File: src/rtl/core/fct_pkg.sv
// ---------------------------------------------------------------------------
// fct_pkg
// Types and constants of the cluster chain table engine.
// ---------------------------------------------------------------------------
`timescale 1ns / 1ps
`default_nettype none

package fct_pkg;

	localparam int CLUS_W = 28;
	localparam int ENTRY_W = 32;

	localparam logic [CLUS_W-1:0] EOC_MIN = 28'hFFFFFF8;
	localparam logic [ENTRY_W-1:0] EOC_MARK = 32'h0FFFFFFF;
	localparam logic [CLUS_W-1:0] MIN_CLUSTER = 28'd2;

	localparam logic [2:0] ACT_READ = 3'd0;
	localparam logic [2:0] ACT_WRITE = 3'd1;
	localparam logic [2:0] ACT_ALLOC = 3'd2;
	localparam logic [2:0] ACT_FREE = 3'd3;
	localparam logic [2:0] ACT_COUNT = 3'd4;

	localparam logic [1:0] ST_OK = 2'd0;
	localparam logic [1:0] ST_RANGE = 2'd1;
	localparam logic [1:0] ST_NOSPACE = 2'd2;
	localparam logic [1:0] ST_LIMIT = 2'd3;

	localparam logic [1:0] REG_FIRST = 2'd0;
	localparam logic [1:0] REG_LAST = 2'd1;
	localparam logic [1:0] REG_COUNT = 2'd2;

	localparam logic [CLUS_W-1:0] RST_FIRST = 28'd2;
	localparam logic [CLUS_W-1:0] RST_LAST = 28'd4097;
	localparam logic [CLUS_W-1:0] RST_COUNT = 28'd4096;

	typedef struct packed {
		logic [2:0] action;
		logic [CLUS_W-1:0] cluster;
		logic [CLUS_W-1:0] previous_cluster;
		logic [ENTRY_W-1:0] entry_value;
	} req_t;

	typedef struct packed {
		logic [ENTRY_W-1:0] result_value;
		logic [1:0] status;
	} rsp_t;

	typedef struct packed {
		logic [CLUS_W-1:0] first_valid_cluster;
		logic [CLUS_W-1:0] last_valid_cluster;
		logic [CLUS_W-1:0] cluster_count;
	} cfg_t;

	typedef enum logic [2:0] {
		S_CLEAR,
		S_IDLE,
		S_DISP,
		S_RDWAIT,
		S_WR2,
		S_SCAN,
		S_CHAIN,
		S_CHWAIT
	} state_t;

endpackage

`default_nettype wire

File: src/rtl/core/fct_seq.sv
// ---------------------------------------------------------------------------
// fct_seq
// Request sequencer: clears the table, then reads and writes table entries
// as each request needs them and drives the result strobe.
// ---------------------------------------------------------------------------
`timescale 1ns / 1ps
`default_nettype none

module fct_seq #(
	parameter int TABLE_ENTRIES = 4096,
	parameter int AW = 12
) (
	input  wire logic                        clk,
	input  wire logic                        arst_n,
	input  fct_pkg::cfg_t                    cfg,
	input  wire logic                        start,
	input  fct_pkg::req_t                    req,
	output logic                             busy,
	output logic                             done,
	output fct_pkg::rsp_t                    rsp,
	output logic                             mem_we,
	output logic      [AW-1:0]               mem_addr,
	output logic      [fct_pkg::ENTRY_W-1:0] mem_wdata,
	input  wire logic [fct_pkg::ENTRY_W-1:0] mem_rdata
);

	localparam int CW = $clog2(TABLE_ENTRIES + 1);
	localparam logic [fct_pkg::CLUS_W-1:0] TE28 = fct_pkg::CLUS_W'(TABLE_ENTRIES);
	localparam logic [CW-1:0] TE_CNT = CW'(TABLE_ENTRIES);
	localparam logic [AW-1:0] LAST_ADDR = AW'(TABLE_ENTRIES - 1);

	function automatic logic in_rng(input logic [fct_pkg::CLUS_W-1:0] c,
	                                input fct_pkg::cfg_t cf);
		logic ok;
		ok = (c >= fct_pkg::MIN_CLUSTER) && (c >= cf.first_valid_cluster) &&
		     (c <= cf.last_valid_cluster) && ((c - fct_pkg::MIN_CLUSTER) < TE28);
		return ok;
	endfunction

	function automatic logic [AW-1:0] slot(input logic [fct_pkg::CLUS_W-1:0] c);
		logic [fct_pkg::CLUS_W-1:0] d;
		d = c - fct_pkg::MIN_CLUSTER;
		return d[AW-1:0];
	endfunction

	fct_pkg::state_t state_q, state_d;
	fct_pkg::req_t req_q;

	logic [AW-1:0] clr_q, clr_d;
	logic [CW-1:0] k_q, k_d;
	logic [CW-1:0] lim_q, lim_d;
	logic v_s1, v_d;
	logic [AW-1:0] idx_s1, idx_d;
	logic [fct_pkg::CLUS_W-1:0] c_q, c_d;
	logic [CW-1:0] cnt_q, cnt_d;
	logic [AW-1:0] w2a_q, w2a_d;
	logic [fct_pkg::ENTRY_W-1:0] w2d_q, w2d_d;
	logic [fct_pkg::ENTRY_W-1:0] res_q, res_d;

	logic fin;
	logic [fct_pkg::ENTRY_W-1:0] fin_res;
	logic [1:0] fin_st;
	logic done_q;
	fct_pkg::rsp_t rsp_q;

	logic [fct_pkg::CLUS_W-1:0] scan_clus;
	logic prev_bad;

	assign scan_clus = fct_pkg::CLUS_W'(idx_s1) + fct_pkg::MIN_CLUSTER;
	assign prev_bad = (req_q.previous_cluster != '0) && !in_rng(req_q.previous_cluster, cfg);

	always_ff @(posedge clk or negedge arst_n) begin
		if (!arst_n) begin
			state_q <= fct_pkg::S_CLEAR;
			clr_q <= '0;
			v_s1 <= 1'b0;
			done_q <= 1'b0;
		end else begin
			state_q <= state_d;
			clr_q <= clr_d;
			v_s1 <= v_d;
			done_q <= fin;
		end
	end

	always_ff @(posedge clk) begin
		if (state_q == fct_pkg::S_IDLE && start) begin
			req_q <= req;
		end
		k_q <= k_d;
		lim_q <= lim_d;
		idx_s1 <= idx_d;
		c_q <= c_d;
		cnt_q <= cnt_d;
		w2a_q <= w2a_d;
		w2d_q <= w2d_d;
		res_q <= res_d;
		if (fin) begin
			rsp_q.result_value <= fin_res;
			rsp_q.status <= fin_st;
		end
	end

	always_comb begin
		state_d = state_q;
		clr_d = clr_q;
		k_d = k_q;
		lim_d = lim_q;
		v_d = 1'b0;
		idx_d = idx_s1;
		c_d = c_q;
		cnt_d = cnt_q;
		w2a_d = w2a_q;
		w2d_d = w2d_q;
		res_d = res_q;
		mem_we = 1'b0;
		mem_addr = '0;
		mem_wdata = '0;
		fin = 1'b0;
		fin_res = '0;
		fin_st = fct_pkg::ST_OK;

		case (state_q)
			fct_pkg::S_CLEAR: begin
				mem_we = 1'b1;
				mem_addr = clr_q;
				if (clr_q == LAST_ADDR) begin
					state_d = fct_pkg::S_IDLE;
				end else begin
					clr_d = clr_q + 1'b1;
				end
			end
			fct_pkg::S_IDLE: begin
				if (start) begin
					state_d = fct_pkg::S_DISP;
				end
			end
			fct_pkg::S_DISP: begin
				case (req_q.action)
					fct_pkg::ACT_READ: begin
						if (in_rng(req_q.cluster, cfg)) begin
							mem_addr = slot(req_q.cluster);
							state_d = fct_pkg::S_RDWAIT;
						end else begin
							fin = 1'b1;
							state_d = fct_pkg::S_IDLE;
						end
					end
					fct_pkg::ACT_WRITE: begin
						fin = 1'b1;
						state_d = fct_pkg::S_IDLE;
						if (in_rng(req_q.cluster, cfg)) begin
							mem_we = 1'b1;
							mem_addr = slot(req_q.cluster);
							mem_wdata = req_q.entry_value;
						end else begin
							fin_st = fct_pkg::ST_RANGE;
						end
					end
					fct_pkg::ACT_ALLOC: begin
						if (prev_bad) begin
							fin = 1'b1;
							fin_st = fct_pkg::ST_RANGE;
							state_d = fct_pkg::S_IDLE;
						end else begin
							k_d = '0;
							lim_d = (cfg.cluster_count < TE28) ? CW'(cfg.cluster_count) : TE_CNT;
							state_d = fct_pkg::S_SCAN;
						end
					end
					fct_pkg::ACT_FREE: begin
						if (!in_rng(req_q.cluster, cfg) || prev_bad) begin
							fin = 1'b1;
							fin_st = fct_pkg::ST_RANGE;
							state_d = fct_pkg::S_IDLE;
						end else if (req_q.previous_cluster != '0) begin
							// terminate the previous cluster first, release this one next
							mem_we = 1'b1;
							mem_addr = slot(req_q.previous_cluster);
							mem_wdata = fct_pkg::EOC_MARK;
							w2a_d = slot(req_q.cluster);
							w2d_d = '0;
							res_d = '0;
							state_d = fct_pkg::S_WR2;
						end else begin
							mem_we = 1'b1;
							mem_addr = slot(req_q.cluster);
							fin = 1'b1;
							state_d = fct_pkg::S_IDLE;
						end
					end
					fct_pkg::ACT_COUNT: begin
						c_d = req_q.cluster;
						cnt_d = '0;
						if (req_q.cluster == '0) begin
							fin = 1'b1;
							state_d = fct_pkg::S_IDLE;
						end else begin
							state_d = fct_pkg::S_CHAIN;
						end
					end
					default: begin
						fin = 1'b1;
						fin_st = fct_pkg::ST_RANGE;
						state_d = fct_pkg::S_IDLE;
					end
				endcase
			end
			fct_pkg::S_RDWAIT: begin
				fin = 1'b1;
				fin_res = mem_rdata;
				state_d = fct_pkg::S_IDLE;
			end
			fct_pkg::S_WR2: begin
				mem_we = 1'b1;
				mem_addr = w2a_q;
				mem_wdata = w2d_q;
				fin = 1'b1;
				fin_res = res_q;
				state_d = fct_pkg::S_IDLE;
			end
			fct_pkg::S_SCAN: begin
				// check the entry read last cycle while issuing the next read
				if (v_s1 && mem_rdata == '0 && in_rng(scan_clus, cfg)) begin
					if (req_q.previous_cluster != '0) begin
						mem_we = 1'b1;
						mem_addr = slot(req_q.previous_cluster);
						mem_wdata = fct_pkg::ENTRY_W'(scan_clus);
						w2a_d = idx_s1;
						w2d_d = fct_pkg::EOC_MARK;
						res_d = fct_pkg::ENTRY_W'(scan_clus);
						state_d = fct_pkg::S_WR2;
					end else begin
						mem_we = 1'b1;
						mem_addr = idx_s1;
						mem_wdata = fct_pkg::EOC_MARK;
						fin = 1'b1;
						fin_res = fct_pkg::ENTRY_W'(scan_clus);
						state_d = fct_pkg::S_IDLE;
					end
				end else if (k_q < lim_q) begin
					mem_addr = k_q[AW-1:0];
					v_d = 1'b1;
					idx_d = k_q[AW-1:0];
					k_d = k_q + 1'b1;
				end else begin
					fin = 1'b1;
					fin_st = fct_pkg::ST_NOSPACE;
					state_d = fct_pkg::S_IDLE;
				end
			end
			fct_pkg::S_CHAIN: begin
				if (c_q >= fct_pkg::EOC_MIN) begin
					fin = 1'b1;
					fin_res = fct_pkg::ENTRY_W'(cnt_q);
					state_d = fct_pkg::S_IDLE;
				end else if (cnt_q == TE_CNT) begin
					fin = 1'b1;
					fin_res = fct_pkg::ENTRY_W'(cnt_q);
					fin_st = fct_pkg::ST_LIMIT;
					state_d = fct_pkg::S_IDLE;
				end else if (in_rng(c_q, cfg)) begin
					mem_addr = slot(c_q);
					state_d = fct_pkg::S_CHWAIT;
				end else begin
					// out-of-range link reads as zero
					c_d = '0;
					cnt_d = cnt_q + 1'b1;
				end
			end
			fct_pkg::S_CHWAIT: begin
				c_d = mem_rdata[fct_pkg::CLUS_W-1:0];
				cnt_d = cnt_q + 1'b1;
				state_d = fct_pkg::S_CHAIN;
			end
			default: begin
				state_d = fct_pkg::S_IDLE;
			end
		endcase
	end

	assign busy = (state_q != fct_pkg::S_IDLE);
	assign done = done_q;
	assign rsp = rsp_q;

endmodule

`default_nettype wire

File: config.mk
export PLATFORM = sky130hd
export DESIGN_NAME = fct_seq
export DESIGN_NICKNAME = d
export VERILOG_FILES = /design/src/rtl/core/fct_pkg.sv /design/src/rtl/core/fct_seq.sv
export SDC_FILE = /design/constraint.sdc
export NUM_CORES = 1
export LEC_CHECK = 0
export ABC_AREA = 1
export BUFFER_PORTS_ARGS = -buffer_cell sky130_fd_sc_hd__buf_2
export CORE_MARGIN = 5
export CORE_UTILIZATION = 60
export DETAILED_ROUTE_END_ITERATION = 16
export PLACE_DENSITY_LB_ADDON = 0.1
export SLEW_MARGIN = 20
export SYNTH_ARGS = -nofsm -noshare
export SYNTH_HDL_FRONTEND = slang
export SYNTH_SLANG_ARGS = --single-unit
export TNS_END_PERCENT = 1
File: constraint.sdc
create_clock -name clk -period 8.2 [get_ports clk]
set_clock_uncertainty 0.15 [all_clocks]
set_input_delay 0.82 -clock clk [delete_from_list [all_inputs] [get_ports clk]]
set_output_delay 0.82 -clock clk [all_outputs]
set_load 0.05 [all_outputs]
# After elaboration in Yosys (flattened, before gate mapping)
# Cells that the tools add are included.
[totals]
regBits = 297
input_bits = 210
out_inout_bits = 81
word_cells = 211
[op_classes]
add_sub_neg = 8
magnitude_cmp = 19
n_eq_ne = 31
mux = 95
n_bitwise = 3
n_reduce_logical = 37
[ops]
columns = ["cell", "count"]
rows = [
  ["$mux W32", 8],
  ["$mux W28", 8],
  ["$pmux W32 S2", 3],
  ["$mux W12", 14],
  ["$mux W13", 12],
  ["$lt A28 B13 Y1 const B", 5],
  ["$pmux W32 S4", 1],
  ["$pmux W32 S3", 1],
  ["$ge A28 B2 Y1 const B", 3],
  ["$ge A28 B28 Y1", 3],
  ["$le A28 B28 Y1", 3],
  ["$pmux W28 S3", 1],
  ["$sub A28 B2 Y28 const B", 3],
  ["$pmux W12 S5", 1],
  ["$pmux W12 S2", 2],
  ["$pmux W13 S3", 1],
  ["$mux W3", 11],
  ["$logic_not A32 Y1", 1],
  ["$ge A13 B28 Y1", 1],
  ["$ge A28 B28 Y1 const B", 1],
  ["$le A13 B28 Y1", 1],
  ["$logic_not A28 Y1", 1],
  ["$reduce_bool A28 Y1", 1],
  ["$add A13 B1 Y13 const B", 2],
  ["37 further kinds", 105],
]

# Depth between registers and ports, before layout
[logic_depth]
depth_word = 10
depth_mapped = 26
ltp_nobuf = 25

# Worst setup path before layout
# OpenSTA, ideal clock, no wires.
[synth_timing]
kind = "reg2reg"
from = "reg state_q[0]"
to = "reg req_q[0] (netlist bit) (enable)"
setup_time_ns = 0.542
arrival_time_ns = 4.918
required_time_ns = 7.508
setup_slack_ns = 2.590
path_stages_with_launch = 6
synth_period_minus_slack_ns = 5.610
cell_sequence = "dfrtp_1 clkbuf_1 nand2_1 nor2_1 inv_1 nor2_1"
[synth_via]
elab_chain_cells = 2
[synth_lines]
columns = ["item", "line", "source"]
rows = [
  ["start: declaration", "fct_seq.sv:46", "fct_pkg::state_t state_q, state_d;"],
  ["start signal: assignment", "fct_seq.sv:74", "state_q <= fct_pkg::S_CLEAR;"],
  ["start signal: assignment", "fct_seq.sv:79", "state_q <= state_d;"],
  ["$eq A3 B1 Y1", "fct_seq.sv:87", "if (state_q == fct_pkg::S_IDLE && start) begin"],
  ["$logic_and A1 B1 Y1", "fct_seq.sv:87", ""],
  ["end signal: assignment", "fct_seq.sv:88", "req_q <= req;"],
  ["end: declaration", "fct_seq.sv:47", "fct_pkg::req_t req_q;"],
]
# No other way between the ends.
# A chain may end at the register's enable or synchronous reset.

# Final worst setup path
[layout_timing]
from = "reg idx_s1[1]"
to = "out mem_addr[3]"
[layout_via]
elab_chain_cells = 8
elab_cells_between_ends = 12
cone_classes = "2 x add/sub; 4 x order compare; 2 x mux; 4 x reduce/logical"
[layout_lines]
columns = ["item", "line", "source"]
rows = [
  ["start: declaration", "fct_seq.sv:53", "logic [AW-1:0] idx_s1, idx_d;"],
  ["start signal: assignment", "fct_seq.sv:92", "idx_s1 <= idx_d;"],
  ["$add A12 B2 Y13 (*)", "fct_seq.sv:69", "assign scan_clus = fct_pkg::CLUS_W'(idx_s1) + fct_pkg::MIN_CLUSTER;"],
  ["named net scan_clus (one bit)", "fct_seq.sv:66", "logic [fct_pkg::CLUS_W-1:0] scan_clus;"],
  ["branches (longest 3 deep; another with $lt A28 B13 Y1)", "n/a", ""],
  ["$logic_and A1 B1 Y1 (*)", "fct_seq.sv:36", "(c <= cf.last_valid_cluster) && ((c - fct_pkg::MIN_CLUSTER) < TE28);"],
  ["$logic_and A1 B1 Y1 (*)", "fct_seq.sv:224", "if (v_s1 && mem_rdata == '0 && in_rng(scan_clus, cfg)) begin"],
  ["$mux W12 (*)", "fct_seq.sv:224", ""],
  ["$pmux W12 S5 (*)", "fct_seq.sv:123", "case (state_q)"],
  ["end: declaration", "fct_seq.sv:22", "output logic [AW-1:0] mem_addr,"],
]
# Mark *: on every way through the listed nets, which the timed path passes.

==> out/qor.yml <==
cts:
  cts_root_buf: "clkbuf_16"
  max-clock-path-buffers: 3
  ctsResizeCount: 0
  postCtsHoldBufs: 0
  cts_buffers: 27
  cts_tree: "yes"
  post_cts_buffers: 0
  htreeDepth: 1
  clkSinkCount: 247
  clock_latency_ns: 0.57
  clkTransAtPathRegs_ns: 0.06
synthesis:
  synth_edf_count: 230
  syn_nets: 2990
  synth_top_flop_cell: "edfxtp_1"
  synthCells: 2562
  synth_seq_area_share_pct: 37.52
  synth-seq-cells: 247
  yosysWarnings: 0
  synth.avg_cell_area_um2: 7.627
  netlist_area_mm2: 0.01954
  synth.distinct_cells: 44
  ys_async_sr_fraction_pct: 6.883
die:
  initial_utilization_pct: 60.36
  die_w_um: 190.5
  die_area_mm2: 0.03628
  fp.dieH_um: 190.5
  fp.coreArea_mm2: 0.03237
  num_rows: 66
  top_level_ports: 291
global_routing:
  grt_pass1_vias: 19340
  grt_pass1_wl_um: 109100
  grt_overflow: 0
  grtUsageTotal_pct: 39.05
  grt_max_degree: 56
  antenna_found_initial: 0
status:
  status: "finished clean"
timing:
  rsz0062_at_grt: "no"
  setup_viol_count_final: 0
  fmax_mhz: 155.6
  relSlewSlack_pct: 26.47
  holdWs_ns: 0.03041
  post-route-period-util_pct: 78.37
  worst-slew-pin-transition_ns: 1.103
  slew_viol_final: 0
  setup_tns_ns: 0
  hold_violations: 0
  fin_crit_ns: 6.426
finish:
  fin_util_pct: 68.97
  drive_above_1_share_pct: 13.73
  fin_nets: 3276
  syn_to_final_growth_pct: 14.25
  insertedDiodeCount: 0
  layout.cells.non_filler: 3311
  layout_common_cells: "650 x nand2_1, 346 x inv_1, 337 x nor2_1, 290 x buf_2, 230 x edfxtp_1"
  final_common_cell: "nand2_1"
power:
  switchingPower_uw: 1828
  seqPwrFrac_pct: 40.8
  p_int_uw: 2735
  peakVddDrop_mv: 0.2936
  power_leakage_uw: 0.01077
  p_comb_share_pct: 32.4
  p_clk_share_pct: 26.8
  power.total_uw: 4563
  power_per_cell_area_mw_per_mm2: 204.4
  p_sw_share_pct: 40.06
route:
  via_per_inst: 6.051
  wire_per_inst_um: 22.09
  drt-total-wl_um: 73140
  vias: 20030
  route.detailed.drc: 0
  first_pass_iters: 6
  ant_nets: 0
  drt-initial-drc-count: 2416
placement:
  dp_hpwl_um: 58050
  gp_congestion: 1.106
  dpl.cell_count: 3261
  port_buffers: 290
worst_setup_path:
  cp_cell_sequence: "inv_1 > nor2_1 > nand2_1 > inv_1 > nand2_1 > xor2_1 > inv_1 > ha_1 > nand4_1 > nor2_1 > nand2_1 > nand3_1 > nand2_1 > nand2_1 > a21oi_1 > nand4_1 > nand3_1 > inv_1 > nand2_1 > nand3_1 > buf_2"
  crit_top_cell: "nand2_1"
  critPathArrivalTime_ns: 5.46
  cpPeakStageDelay_ns: 0.57
  required_ns: 7.23
  path_max_fanout: 15
  worstSetupStartpoint: "idx_s1[1]"
  r2r-start: "idx_s1[1]"
  critPathSlowestCell: "inv_1"
  startpoint_type: "flip-flop"
  worst_setup_path_end_kind: "output pin"
  critical_path_class: "reg -> out"
worst_hold_path:
  hold_path.class: "in -> async"
run:
  cap_violations: 0
-- path summary, 6_finish.rpt --
kind / to / slack [ns] / cells after the start
max: mem_addr[3] / 1.77 / 21
min: state_q[0] / 0.03 / 1
max reg2reg: res_q[3] / 2.55 / 20
min reg2reg: clr_q[3] / 0.33 / 1
max in group asynchronous: clr_q[7] / 7.56 / 1
min in group clk: req_q[17] / 0.27 / 1
-- metal layers --
layer / wire [um] / global-route usage (%)
met5: 0 / 0
met2: 32770 / 63.42
met1: 26580 / 49.28
met4: 5479 / 22.29
met3: 8308 / 7.049
-- cell type report --
cell class	instances	area, um^2
Multi-Input combinational cell	1915	10690
Fill cell	2676	10050
Sequential cell	247	7332
Timing Repair Buffer	304	1556
Inverter	353	1325
Clock buffer	36	729.5
Tap cell	442	553.0
Clock inverter	14	140.1
-- worst max-delay path: cells and delay by family (launching register included) --
kind                       cells  cell delay, ns
xor gates and xnor gates       1            0.37
DFF                            1            0.48
buffers and inverters          5            1.34
and+or+nand+nor               13            2.27
AOI/OAI and AO/OA              1            0.08
adders and majority gates      1            0.33
-- logic make-up after synthesis --
group	after synthesis	share of synthesized area (%)
AO/OA/AOI/OAI	314	8.933
buffers and inverters	400	7.914
flip-flops	247	37.52
adder cells (fa/ha/maj)	218	13.96
XOR/XNOR	57	2.555
AND/OR/NAND/NOR	1326	29.12
-- power by group through the flow --
stage          Combinational (uW)  Sequential [uW]  Clock, uW
2_1_floorplan                 794             1990          0
3_3_place_gp                 1390             1870          0
3_5_place_dp                 1440             1870          0
4_1_cts                      1450             1850       1220
5_1_grt                      1600             1860       1280
6_report                     1480             1860       1220
-- synth_stat cells, types with 20 or more instances --
master	instances	share of area [%]
ha_1	218	14
nor3_1	50	1.3
nand2_1	650	12
edfxtp_1	230	35
o22ai_1	26	0.83
o21ai_0	85	2.2
nand4_1	96	3.1
nor2_1	338	6.5
inv_1	346	6.6
clkbuf_1	31	0.60
xor2_1	50	2.2
nor4_1	20	0.64
nand3_1	113	2.9
a21oi_1	146	3.7
-- sequential cells by signal (all words and copies together) (netlist names), 3 cells and up --
| name | flops |
|---|---|
| req_q | 91 |
| rsp | 34 |
| c_q | 28 |
| cnt_q | 13 |
| k_q | 13 |
| lim_q | 13 |
| res_q | 13 |
| clr_q | 12 |
| idx_s1 | 12 |
| w2a_q | 12 |
| state_q | 3 |
-- metrics by stage --
step | area, um^2 | worst slack [ns]
5_1_grt | 22330 | 1.432
4_1_cts | 22320 | 1.931
2_1_floorplan | 19540 | 2.590
3_5_place_dp | 21450 | 2.540
6_report | 22330 | 1.774
3_3_place_gp | 21450 | 2.583
Note: power is estimated with default switching activity, not from simulation.
