**config.mk**
```make
export PLATFORM = sky130hd
export DESIGN_NAME = fct_cfg_regs
export DESIGN_NICKNAME = d
export VERILOG_FILES = /design/src/rtl/core/fct_pkg.sv /design/src/rtl/core/fct_cfg_regs.sv
export SDC_FILE = /design/constraint.sdc
export NUM_CORES = 1
export LEC_CHECK = 0
export BUFFER_PORTS_ARGS = -buffer_cell sky130_fd_sc_hd__buf_4
export CAP_MARGIN = 20
export CORE_MARGIN = 4
export CORE_UTILIZATION = 50
export DETAILED_ROUTE_END_ITERATION = 16
export PLACE_DENSITY_LB_ADDON = 0.05
export SETUP_SLACK_MARGIN = 0.4
export SLEW_MARGIN = 10
export SYNTH_ARGS = -nofsm -noshare
export SYNTH_HDL_FRONTEND = slang
export SYNTH_SLANG_ARGS = --single-unit
```
**constraint.sdc**
```tcl
create_clock -name clk -period 1.1 [get_ports clk]
set_clock_uncertainty 0.15 [all_clocks]
set_input_delay 0.165 -clock clk [delete_from_list [all_inputs] [get_ports clk]]
set_output_delay 0.165 -clock clk [all_outputs]
set_load 0.03 [all_outputs]
```
**src/rtl/core/fct_pkg.sv**
```systemverilog
// ---------------------------------------------------------------------------
// fct_pkg
// Types and constants of the cluster chain table engine.
// ---------------------------------------------------------------------------
`timescale 1ns / 1ps
`default_nettype none

package fct_pkg;

	localparam int CLUS_W = 28;
	localparam int ENTRY_W = 32;

	localparam logic [CLUS_W-1:0] EOC_MIN = 28'hFFFFFF8;
	localparam logic [ENTRY_W-1:0] EOC_MARK = 32'h0FFFFFFF;
	localparam logic [CLUS_W-1:0] MIN_CLUSTER = 28'd2;

	localparam logic [2:0] ACT_READ = 3'd0;
	localparam logic [2:0] ACT_WRITE = 3'd1;
	localparam logic [2:0] ACT_ALLOC = 3'd2;
	localparam logic [2:0] ACT_FREE = 3'd3;
	localparam logic [2:0] ACT_COUNT = 3'd4;

	localparam logic [1:0] ST_OK = 2'd0;
	localparam logic [1:0] ST_RANGE = 2'd1;
	localparam logic [1:0] ST_NOSPACE = 2'd2;
	localparam logic [1:0] ST_LIMIT = 2'd3;

	localparam logic [1:0] REG_FIRST = 2'd0;
	localparam logic [1:0] REG_LAST = 2'd1;
	localparam logic [1:0] REG_COUNT = 2'd2;

	localparam logic [CLUS_W-1:0] RST_FIRST = 28'd2;
	localparam logic [CLUS_W-1:0] RST_LAST = 28'd4097;
	localparam logic [CLUS_W-1:0] RST_COUNT = 28'd4096;

	typedef struct packed {
		logic [2:0] action;
		logic [CLUS_W-1:0] cluster;
		logic [CLUS_W-1:0] previous_cluster;
		logic [ENTRY_W-1:0] entry_value;
	} req_t;

	typedef struct packed {
		logic [ENTRY_W-1:0] result_value;
		logic [1:0] status;
	} rsp_t;

	typedef struct packed {
		logic [CLUS_W-1:0] first_valid_cluster;
		logic [CLUS_W-1:0] last_valid_cluster;
		logic [CLUS_W-1:0] cluster_count;
	} cfg_t;

	typedef enum logic [2:0] {
		S_CLEAR,
		S_IDLE,
		S_DISP,
		S_RDWAIT,
		S_WR2,
		S_SCAN,
		S_CHAIN,
		S_CHWAIT
	} state_t;

endpackage

`default_nettype wire

```
**src/rtl/core/fct_cfg_regs.sv**
```systemverilog
// ---------------------------------------------------------------------------
// fct_cfg_regs
// Configuration registers: cluster range limits and allocation scan length.
// ---------------------------------------------------------------------------
`timescale 1ns / 1ps
`default_nettype none

module fct_cfg_regs (
	input  wire logic                       clk,
	input  wire logic                       arst_n,
	input  wire logic                       cfg_we,
	input  wire logic [1:0]                 cfg_index,
	input  wire logic [fct_pkg::CLUS_W-1:0] cfg_data,
	output fct_pkg::cfg_t                   cfg
);

	fct_pkg::cfg_t cfg_q;

	always_ff @(posedge clk or negedge arst_n) begin
		if (!arst_n) begin
			cfg_q.first_valid_cluster <= fct_pkg::RST_FIRST;
			cfg_q.last_valid_cluster <= fct_pkg::RST_LAST;
			cfg_q.cluster_count <= fct_pkg::RST_COUNT;
		end else if (cfg_we) begin
			case (cfg_index)
				fct_pkg::REG_FIRST: cfg_q.first_valid_cluster <= cfg_data;
				fct_pkg::REG_LAST: cfg_q.last_valid_cluster <= cfg_data;
				fct_pkg::REG_COUNT: cfg_q.cluster_count <= cfg_data;
				default: ;
			endcase
		end
	end

	assign cfg = cfg_q;

endmodule

`default_nettype wire

```
Word-level counts from Yosys, hierarchy flattened. Index checks and enable logic that the tools add are counted. W data, S select, Z words.

Flip-flop bits (word level): 84. Bits of input ports: 33. Output and inout port bits: 84. Word-level logic and storage cells: 9.

Equal/unequal tests: 2. Reductions and logical operators: 4.

Operators with widths (number): $reduce_and A2 Y1 (3); $eq A2 B1 Y1 const B (1); $eq A2 B2 Y1 const B (1); $logic_not A2 Y1 (1).

Depth between registers and ports, before layout. Gate-level depths: netlist (run 1).

Depth after elaboration: 2. Gate-level depth with buffers: 4. Gate-level depth less buffers: 2.

Worst setup path before layout (run 1). No wires, ideal clock.

Path kind: input port to flip-flop. Start: input cfg_index[1]. End: register cfg_q, in the netlist cfg[58]. Setup time: 0.125 ns. Arrival time: 0.963 ns. Required time: 0.825 ns. Slack: -0.138 ns. Stages on the path: 4. Path buffers: 2. Cell sequence: nor3b_2 -> buf_6 -> buf_6 -> mux2_2.

Longest elaborated chain between the ends: 2.

Ends and longest elaborated chain: start, declared (RTL line fct_cfg_regs.sv:12) `input wire logic [1:0] cfg_index,`; $logic_not A2 Y1 (RTL line fct_cfg_regs.sv:25) `case (cfg_index)`; $reduce_and A2 Y1 (no source line); end, declared (RTL line fct_cfg_regs.sv:17) `fct_pkg::cfg_t cfg_q;`.

No other way between the ends. A chain may end at the register's enable or synchronous reset.

Worst setup path after layout (run 1).
Start: register cfg_q, in the netlist cfg[12]. End: output cfg[12] (netlist name).

RTL lines: end, declared (RTL line fct_cfg_regs.sv:14) `output fct_pkg::cfg_t cfg`.

No word-level cell between the ends.

==> reports/qor.yml, run 1 <==
status:
  run_status: "finished with violations"
  failed_checks: "hold timing, setup timing"
cells_and_area:
  antennaDiodeCount: 0
  area_growth_syn_to_layout_pct: 76.1
  stdcell_count: 456
  finalNetCount: 407
  largest_reg_flops: 84
  drive_gt1_frac: 0.942
  finalInstanceArea_um2: 5950
  fin_util: 0.921
  mostFrequentLayoutCells: "buf_6, mux2_4, dfrtp_2"
  layout_commonest_cell: "buf_6"
timing:
  rsz0062_at_grt: "yes"
  fmax_mhz: 735
  fin_crit_sh: 1.24
  worst_slack_ns: -0.260
  setup_violations: 137
  min_period_ns: 1.36
  final.setup.tns_ns: -13.29
  drv_slew: 0
  hold_viol: 164
  worstMarginPinSlew_ns: 0.304
  whs_ns: -0.456
  max_slew_margin: 0.797
logic_synthesis:
  yosysSeqAreaShare: 0.624
  ys_ff_latch: 84
  syn_nets: 213
  synth_area_leaders: "dfrtp_1, mux2_4, mux2_2"
  synthDominantCellAreaShare: 0.593
  syn_inst: 180
  yosysTopAreaCell: "dfrtp_1"
  avgSynthCellArea_um2: 18.8
  syn-cell-area_um2: 3380
  ys_types: 8
  synth_warnings: 0
setup_path:
  r2r_start: "cfg[41]"
  worstPathCellList: "buf_6"
  worst-path-buf-inv: 1
  path_class: "flip-flop to primary output"
  required_ns: 0.78
  cpLargestDelayFamily: "flip-flops"
  critPathMaxFanout: 2
  rr_worst_depth: 3
  critPathSlowestCell: "dfstp_2"
  cp-start-kind: "flip-flop"
  crit_path_max_incr_delay_ns: 0.57
  cp_num_cells: 1
  reg2reg_slack_ns: -0.08
  cp-startpoint: "cfg[12]"
  cp.arrival_ns: 1.04
  cp-endpoint: "cfg[12]"
  end_kind: "primary output"
  r2r_end: "cfg[41]"
placement:
  routabilityCongestion: 0.715
  dp_cells: 373
  post_dp_cell_area_um2: 4490
  post-dp-hpwl_um: 5150
  portBuffers: 116
routing:
  ant_nets: 0
  post_drt_wl_per_cell_um: 25.4
  drtIter0Drc: 78
  num_vias: 2409
  drt-pass1-iter-count: 4
  drt-vias-per-instance: 5.28
  finalWirelength_um: 11600
  drc: 0
clock_tree:
  numCtsBuffers: 9
  cts.sinks: 84
  cts_max_path_buffers: 2
  htree_levels: 3
  clockRootBuffer: "clkbuf_8"
  clk_pin_slew_worst_paths_ns: 0.09
  worstSkewPairLatency_ns: 0.34
  cts_tree: "built"
power_and_ir_drop:
  ir_worst_vdd_mv: 1.33
  power-per-cell-area_nw_per_um2: 1930
  p_leak_nw: 2.91
floorplanning:
  dieArea_um2: 8140
  num_rows: 29
  start_util: 0.523
  die-width_um: 90.2
  pin_count: 117
  design.core.area_um2: 6460
  fp.dieH_um: 90.2
grt:
  grt_pass1_vias: 2604
  grt_pass1_wl_um: 14600
  antenna_found_initial: 0
  grt_usage: 0.229
  grt-ovfl-total: 0
  grt_max_degree: 29
job:
  drv_cap: 0
worst_hold_path:
  hold_path_class: "input pin to asynchronous set/reset pin"
## Yosys cell counts
library cell,count
buf_12,4
dfrtp_1,80
nand3b_1,2
mux2_2,41
dfstp_2,4
buf_6,5
nor3b_2,1
mux2_4,43
## logic make-up after synthesis
| logic type | synth area share |
|---|---|
| mux | 0.328 |
| flops | 0.624 |
| buf+inv | 0.0404 |
| simple gates | 0.00815 |
## final cells by class
cell class                      count  area [um^2]
Timing Repair Buffer              192         2200
Clock inverter                      6         80.1
Fill cell                         189          509
Clock buffer                       10          128
Tap cell                           77         96.3
Sequential cell                    84         2180
Multi-Input combinational cell     87         1260
## repair_timing
action | in CTS | in global routing
pin swaps | 2 | 1
cloned | 6 | 3
gates resized for setup | 127 | 39
setup buffers | 35 | 23
endpoints found under the hold margin | 164 | 164
endpoints found under the setup margin | 168 | 168
## power by group
part	internal [mW]	total, mW	switching, mW	leakage (nW)
logic	2.61	4.73	2.13	1.88
clock network	1.27	2.40	1.13	0.110
registers	3.78	4.34	0.563	0.925
total	7.65	11.5	3.82	2.91
## worst min-delay path by stage
stage,slack (ns),endpoint,depth (start not counted),startpoint
3_3_place_gp,-0.09,cfg[19],1,arst_n
3_5_place_dp,-0.08,cfg[47],1,arst_n
2_1_floorplan,-0.28,cfg[0],0,arst_n
4_1_cts,-0.46,cfg[47],1,arst_n
5_1_grt,-0.45,cfg[70],1,arst_n
6_report,-0.46,cfg[70],1,arst_n
## per-layer routing
layer,GRT usage,part of all wire,vias to the layer above
met2,0.388,0.55,103
li1,-,-,1015
met3,0.0451,0.049,28
met5,0,0,-
met4,0.0765,0.030,0
met1,0.296,0.37,1263
## metrics by stage
step           hold slack, ns  total power, mW  worst slack, ns
2_1_floorplan          -0.281             6.20           -0.124
3_3_place_gp          -0.0872             7.49           -0.312
3_5_place_dp          -0.0820             7.54           -0.325
4_1_cts                -0.457             10.8           -0.248
5_1_grt                -0.454             11.9           -0.282
6_report               -0.456             11.5           -0.260
Note: power is estimated with default switching activity, not from simulation.
==> run 2, diff against run 1 <==
ABC_CLOCK_PERIOD_IN_PS = 1100   (was default)
SKIP_LAST_GASP = 1   (was default)
==> reports/qor.yml, run 2 (synthesis results as in run 1) <==
grt:
  grt_pass1_wl_um: 14400  # -1.7%
  antenna_found_initial: 0  # unchanged
  grt_max_degree: 29  # unchanged
  grt_usage: 0.224  # -0.00503
  grt-ovfl-total: 0  # unchanged
  grt_pass1_vias: 2586  # -0.69%
floorplanning:
  fp.dieH_um: 90.2  # unchanged
  num_rows: 29  # unchanged
  design.core.area_um2: 6460  # unchanged
  start_util: 0.523  # unchanged
  dieArea_um2: 8140  # unchanged
  pin_count: 117  # unchanged
  die-width_um: 90.2  # unchanged
timing:
  min_period_ns: 1.38  # +0.0194 ns
  worst_slack_ns: -0.279  # -0.0194 ns
  final.setup.tns_ns: -13.19  # +0.0973 ns
  fin_crit_sh: 1.25  # +0.0177
  fmax_mhz: 725  # -1.4%
  drv_slew: 0  # unchanged
  setup_violations: 103  # -25%
  rsz0062_at_grt: "yes"
  hold_viol: 164  # unchanged
  worstMarginPinSlew_ns: 0.306  # +0.00240 ns
  max_slew_margin: 0.796  # -0.00160
  whs_ns: -0.463  # -0.00736 ns
status:
  failed_checks: "hold timing, setup timing"
  run_status: "finished with violations"
power_and_ir_drop:
  combPwrFrac: 0.408  # -0.005
  p_leak_nw: 2.91  # -0.15%
  intPower_mw: 7.64  # -0.21%
  pwr-share-seq: 0.378  # about the same
  ir_worst_vdd_mv: 1.48  # +11%
  total_power_mw: 11.5  # +0.32%
  power.share.clock: 0.214  # +0.005
  swShare: 0.336  # +0.00357
  switchingPower_mw: 3.87  # +1.4%
  power-per-cell-area_nw_per_um2: 1940  # +0.45%
cells_and_area:
  drive_gt1_frac: 0.942  # about the same
  mostFrequentLayoutCells: "buf_6, mux2_4, dfrtp_2"
  multi_input_area_um2: 1260  # unchanged
  stdcell_count: 455  # -0.22%
  antennaDiodeCount: 0  # unchanged
  area_growth_syn_to_layout_pct: 75.9
  seq_area_um2: 2180  # unchanged
  fillers: 200  # +5.8%
  layout_commonest_cell: "buf_6"
  finalNetCount: 406  # -0.25%
  largest_reg_flops: 84  # unchanged
setup_path:
  path_class: "flip-flop to primary output"
  reg2reg_slack_ns: -0.08  # about the same
  worst-path-buf-inv: 1  # unchanged
  cp.arrival_ns: 1.06  # +0.02 ns
  critPathSlowestCell: "dfstp_2"
  crit_path_max_incr_delay_ns: 0.57  # about the same
  critPathMaxFanout: 2  # unchanged
  worstPathCellList: "buf_6"
  required_ns: 0.78  # about the same
  r2r_start: "cfg[66]"
  cp-start-kind: "flip-flop"
  cp-startpoint: "cfg[12]"
  cpLargestDelayFamily: "flip-flops"
  rr_worst_depth: 3  # unchanged
  end_kind: "primary output"
  r2r_end: "cfg[66]"
clock_tree:
  clockRootBuffer: "clkbuf_8"
  worstSkewPairLatency_ns: 0.36  # +0.02 ns
  cts.sinks: 84  # unchanged
  cts_max_path_buffers: 2  # unchanged
  clk_pin_slew_worst_paths_ns: 0.09  # about the same
  htree_levels: 3  # unchanged
  cts_tree: "built"
  numCtsBuffers: 9  # unchanged
job:
  drv_cap: 0  # unchanged
routing:
  drt-vias-per-instance: 5.29  # +0.22%
  drt-pass1-iter-count: 4  # unchanged
  drc: 0  # unchanged
  ant_nets: 0  # unchanged
  post_drt_wl_per_cell_um: 25.4  # -0.28%
  finalWirelength_um: 11500  # -0.50%
  drtIter0Drc: 85  # +9.0%
  num_vias: 2409  # unchanged
worst_hold_path:
  hold_path_class: "input pin to asynchronous set/reset pin"
placement:
  portBuffers: 116  # unchanged
  dp_cells: 373  # unchanged
  post-dp-hpwl_um: 5150  # unchanged
  routabilityCongestion: 0.715  # unchanged
==> run 2: changes by cell type in the layout (fill, tap and decap cells not counted), sizes merged <==
cell,change
buf,-1
==> run 2: how the worst max path moves through the flow <==
stage,end,cells past startpoint
2_1_floorplan,cfg[58],4
3_3_place_gp,cfg[66],4
3_5_place_dp,cfg[58],4
4_1_cts,cfg[57],1
5_1_grt,cfg[12],1
6_report,cfg[12],1
==> run 2: cell type report <==
class                           count  share of cell area
Timing Repair Buffer              191               0.368
Sequential cell                    84               0.367
Multi-Input combinational cell     87               0.213
Clock buffer                       10              0.0215
Tap cell                           77              0.0162
Clock inverter                      6              0.0135
==> run 2: through the flow <==
stage               instance area [um^2]  utilization  setup slack (ns)
floorplan                           3530            -            -0.124
global placement                    4490        0.694            -0.312
detailed placement                  4490        0.694            -0.325
CTS                                 5540        0.857            -0.248
global route                        5940        0.920            -0.305
finish                              5940        0.920            -0.279
==> run 2: routing by layer <==
| metal | GRT usage | part of all wire |
|---|---|---|
| met1 | 0.292 | 0.39 |
| met2 | 0.374 | 0.55 |
| met3 | 0.0501 | 0.044 |
| met4 | 0.0714 | 0.014 |
| met5 | 0 | 0 |
==> run 2: repair_timing <==
| action | in CTS | in global routing |
|---|---|---|
| pin swaps | 2 | 1 |
| setup buffers | 35 | 22 |
| endpoints found under the setup margin | 168 | 168 |
| resized for setup | 122 | 44 |
| gates cloned | 6 | 3 |
| endpoints found under the hold margin | 164 | 164 |
==> run 2: power by group through the flow <==
stage	registers (mW)	clock network, mW	logic [mW]
after detailed placement	4.19	0	3.36
final	4.36	2.46	4.69
after CTS	4.26	2.36	4.18
after global routing	4.41	2.62	4.86
after floorplan	5.33	0	0.871
after global placement	4.18	0	3.31
==> run 3, diff against run 2 <==
ABC_AREA = 1   (was default)
==> reports/qor.yml, run 3 <==
status:
  run_status: "finished with violations"
  failed_checks: "hold timing, setup timing"
cells_and_area:
  layout_commonest_cell: "nand2_1"
  largest_reg_flops: 84  # unchanged
  mostFrequentLayoutCells: "nand2_1, buf_6, dfrtp_2"
  antennaDiodeCount: 0  # unchanged
  drive_gt1_frac: 0.598  # -0.344
  area_growth_syn_to_layout_pct: 60.3
  finalNetCount: 550  # +35%
  finalInstanceArea_um2: 5590  # -5.9%
timing:
  min_period_ns: 1.35  # -0.0308 ns
  fmax_mhz: 742  # +2.3%
  worst_slack_ns: -0.248  # +0.0308 ns
  max_slew_margin: 0.761  # -0.0344
  worstMarginPinSlew_ns: 0.358  # +0.0515 ns
  fin_crit_sh: 1.23  # -0.0280
  hold_viol: 168  # +2.4%
  setup_violations: 84  # -18%
  whs_ns: -0.350  # +0.113 ns
  rsz0062_at_grt: "yes"
  drv_slew: 0  # unchanged
  final.setup.tns_ns: -11.33  # +1.86 ns
setup_path:
  required_ns: 0.78  # about the same
  critPathSlowestCell: "dfstp_2"
  end_kind: "primary output"
  cp-start-kind: "flip-flop"
  cpLargestDelayFamily: "flip-flops"
  path_class: "flip-flop to primary output"
  crit_path_max_incr_delay_ns: 0.55  # -0.02 ns
  cp.arrival_ns: 1.03  # -0.03 ns
  worstPathCellList: "buf_6"
  critPathMaxFanout: 2  # unchanged
  worst-path-buf-inv: 1  # unchanged
grt:
  grt_pass1_wl_um: 17600  # +22%
  grt_pass1_vias: 3399  # +31%
  grt-ovfl-total: 0  # unchanged
  grt_usage: 0.263  # +0.0389
  grt_max_degree: 56  # +93%
  antenna_found_initial: 0  # unchanged
placement:
  place_ws_ns: -0.0216  # +0.304 ns
  routabilityCongestion: 0.816  # +14%
  post-dp-hpwl_um: 6660  # +29%
  post_dp_cell_area_um2: 4650  # +3.7%
  portBuffers: 116  # unchanged
power_and_ir_drop:
  ir_worst_vdd_mv: 0.992  # -33%
  power-per-cell-area_nw_per_um2: 1740  # -10%
  p_leak_nw: 2.74  # -5.9%
  total_power_mw: 9.71  # -16%
clock_tree:
  numCtsBuffers: 9  # unchanged
  cts_tree: "built"
  clockRootBuffer: "clkbuf_8"
  cts_max_path_buffers: 2  # unchanged
  worstSkewPairLatency_ns: 0.35  # about the same
  cts.sinks: 84  # unchanged
  htree_levels: 3  # unchanged
  clk_pin_slew_worst_paths_ns: 0.09  # about the same
logic_synthesis:
  synth_warnings: 0  # unchanged
  ys_ff_latch: 84  # unchanged
  syn_inst: 373  # +110%
  synthDominantCellAreaShare: 0.574  # -0.0189
  synth_edf_count: 0  # unchanged
  synth_area_leaders: "dfrtp_1, nand2_1, nand4_1"
  ys_async_sr_fraction: 1.00  # unchanged
  ys_types: 13  # +5
  synth-main-ff-cell: "dfrtp_1"
  yosysSeqAreaShare: 0.604  # -0.0199
  yosysTopAreaCell: "dfrtp_1"
  syn_nets: 406  # +91%
  synthMostInstantiatedCell: "nand2_1"
  syn-cell-area_um2: 3490  # +3.3%
  avgSynthCellArea_um2: 9.36  # -50%
  synth_common_cells: "nand2_1, dfrtp_1, nand4_1"
floorplanning:
  pin_count: 117  # unchanged
  design.core.area_um2: 6790  # +5.2%
  dieArea_um2: 8380  # +3.0%
  die-width_um: 91.5  # +1.5%
  num_rows: 30  # +3.4%
  fp.dieH_um: 91.5  # +1.5%
  start_util: 0.514  # -0.00943
job:
  drv_cap: 0  # unchanged
routing:
  post_drt_wl_per_cell_um: 17.6  # -31%
  finalWirelength_um: 10900  # -5.8%
  drt-vias-per-instance: 5.35  # +1.0%
  drt-pass1-iter-count: 4  # unchanged
  drtIter0Drc: 228  # +170%
  num_vias: 3306  # +37%
  ant_nets: 0  # unchanged
  drc: 0  # unchanged
worst_hold_path:
  hold_path_class: "input pin to asynchronous set/reset pin"
==> run 3: cell count changes in the layout (fill, tap and decap cells not counted), moves of 22 or more <==
cell,change
mux2_4,-76
nand4_1,+56
nand3_1,+22
nand2_2,+36
nand2_1,+131
==> run 3: area by class of cell <==
type                    count  area (um^2)
clock inverters             5         36.3
flip-flops and latches     84         2210
well taps                  96          120
inverters                   2         7.51
fillers                   418         1200
clock buffers              11          141
multi-input cells         256         1310
repair buffers            164         1780
==> run 3: kinds of logic after synthesis <==
| family | share of synthesized area |
|---|---|
| buffers and inverters | 0.0656 |
| flip-flops | 0.604 |
| AND/OR/NAND/NOR | 0.331 |
==> run 3: report_power, final <==
group          switching (mW)  internal (mW)  total (mW)
logic                    1.93           1.63        3.56
clock network            1.13          0.887        2.02
registers               0.444           3.69        4.13
total                    3.50           6.21        9.71
==> run 3: worst paths after layout <==
check	from	slack, ns	endpoint	cells after the start
max in group asynchronous	arst_n	0.80	cfg[40]	2
min	arst_n	-0.35	cfg[49]	2
max reg2reg	cfg[61]	0.09	cfg[61]	4
min reg2reg	cfg[12]	0.31	cfg[12]	2
max	cfg[40]	-0.25	cfg[40]	1
min in group clk	cfg_data[12]	-0.10	cfg[12]	3
==> run 3: stage by stage <==
step | cells | util | hold slack (ns)
floorplan | 373 | - | -0.281
global placement | 571 | 0.684 | 0.0308
detailed placement | 571 | 0.684 | 0.0329
CTS | 603 | 0.785 | -0.347
global route | 618 | 0.823 | -0.330
finish | 618 | 0.823 | -0.350
==> run 3: metal layers <==
layer | share of wire | global-route usage
met1 | 0.40 | 0.340
met2 | 0.51 | 0.439
met3 | 0.064 | 0.0522
met4 | 0.024 | 0.0942
met5 | 0 | 0
==> run 3: repair_timing <==
item / 4_1_cts / 5_1_grt
hold endpoints to repair: 168 / 166
gates resized for setup: 105 / 49
pin swaps: 72 / 10
setup endpoints to repair: 168 / 168
setup buffers: 16 / 15
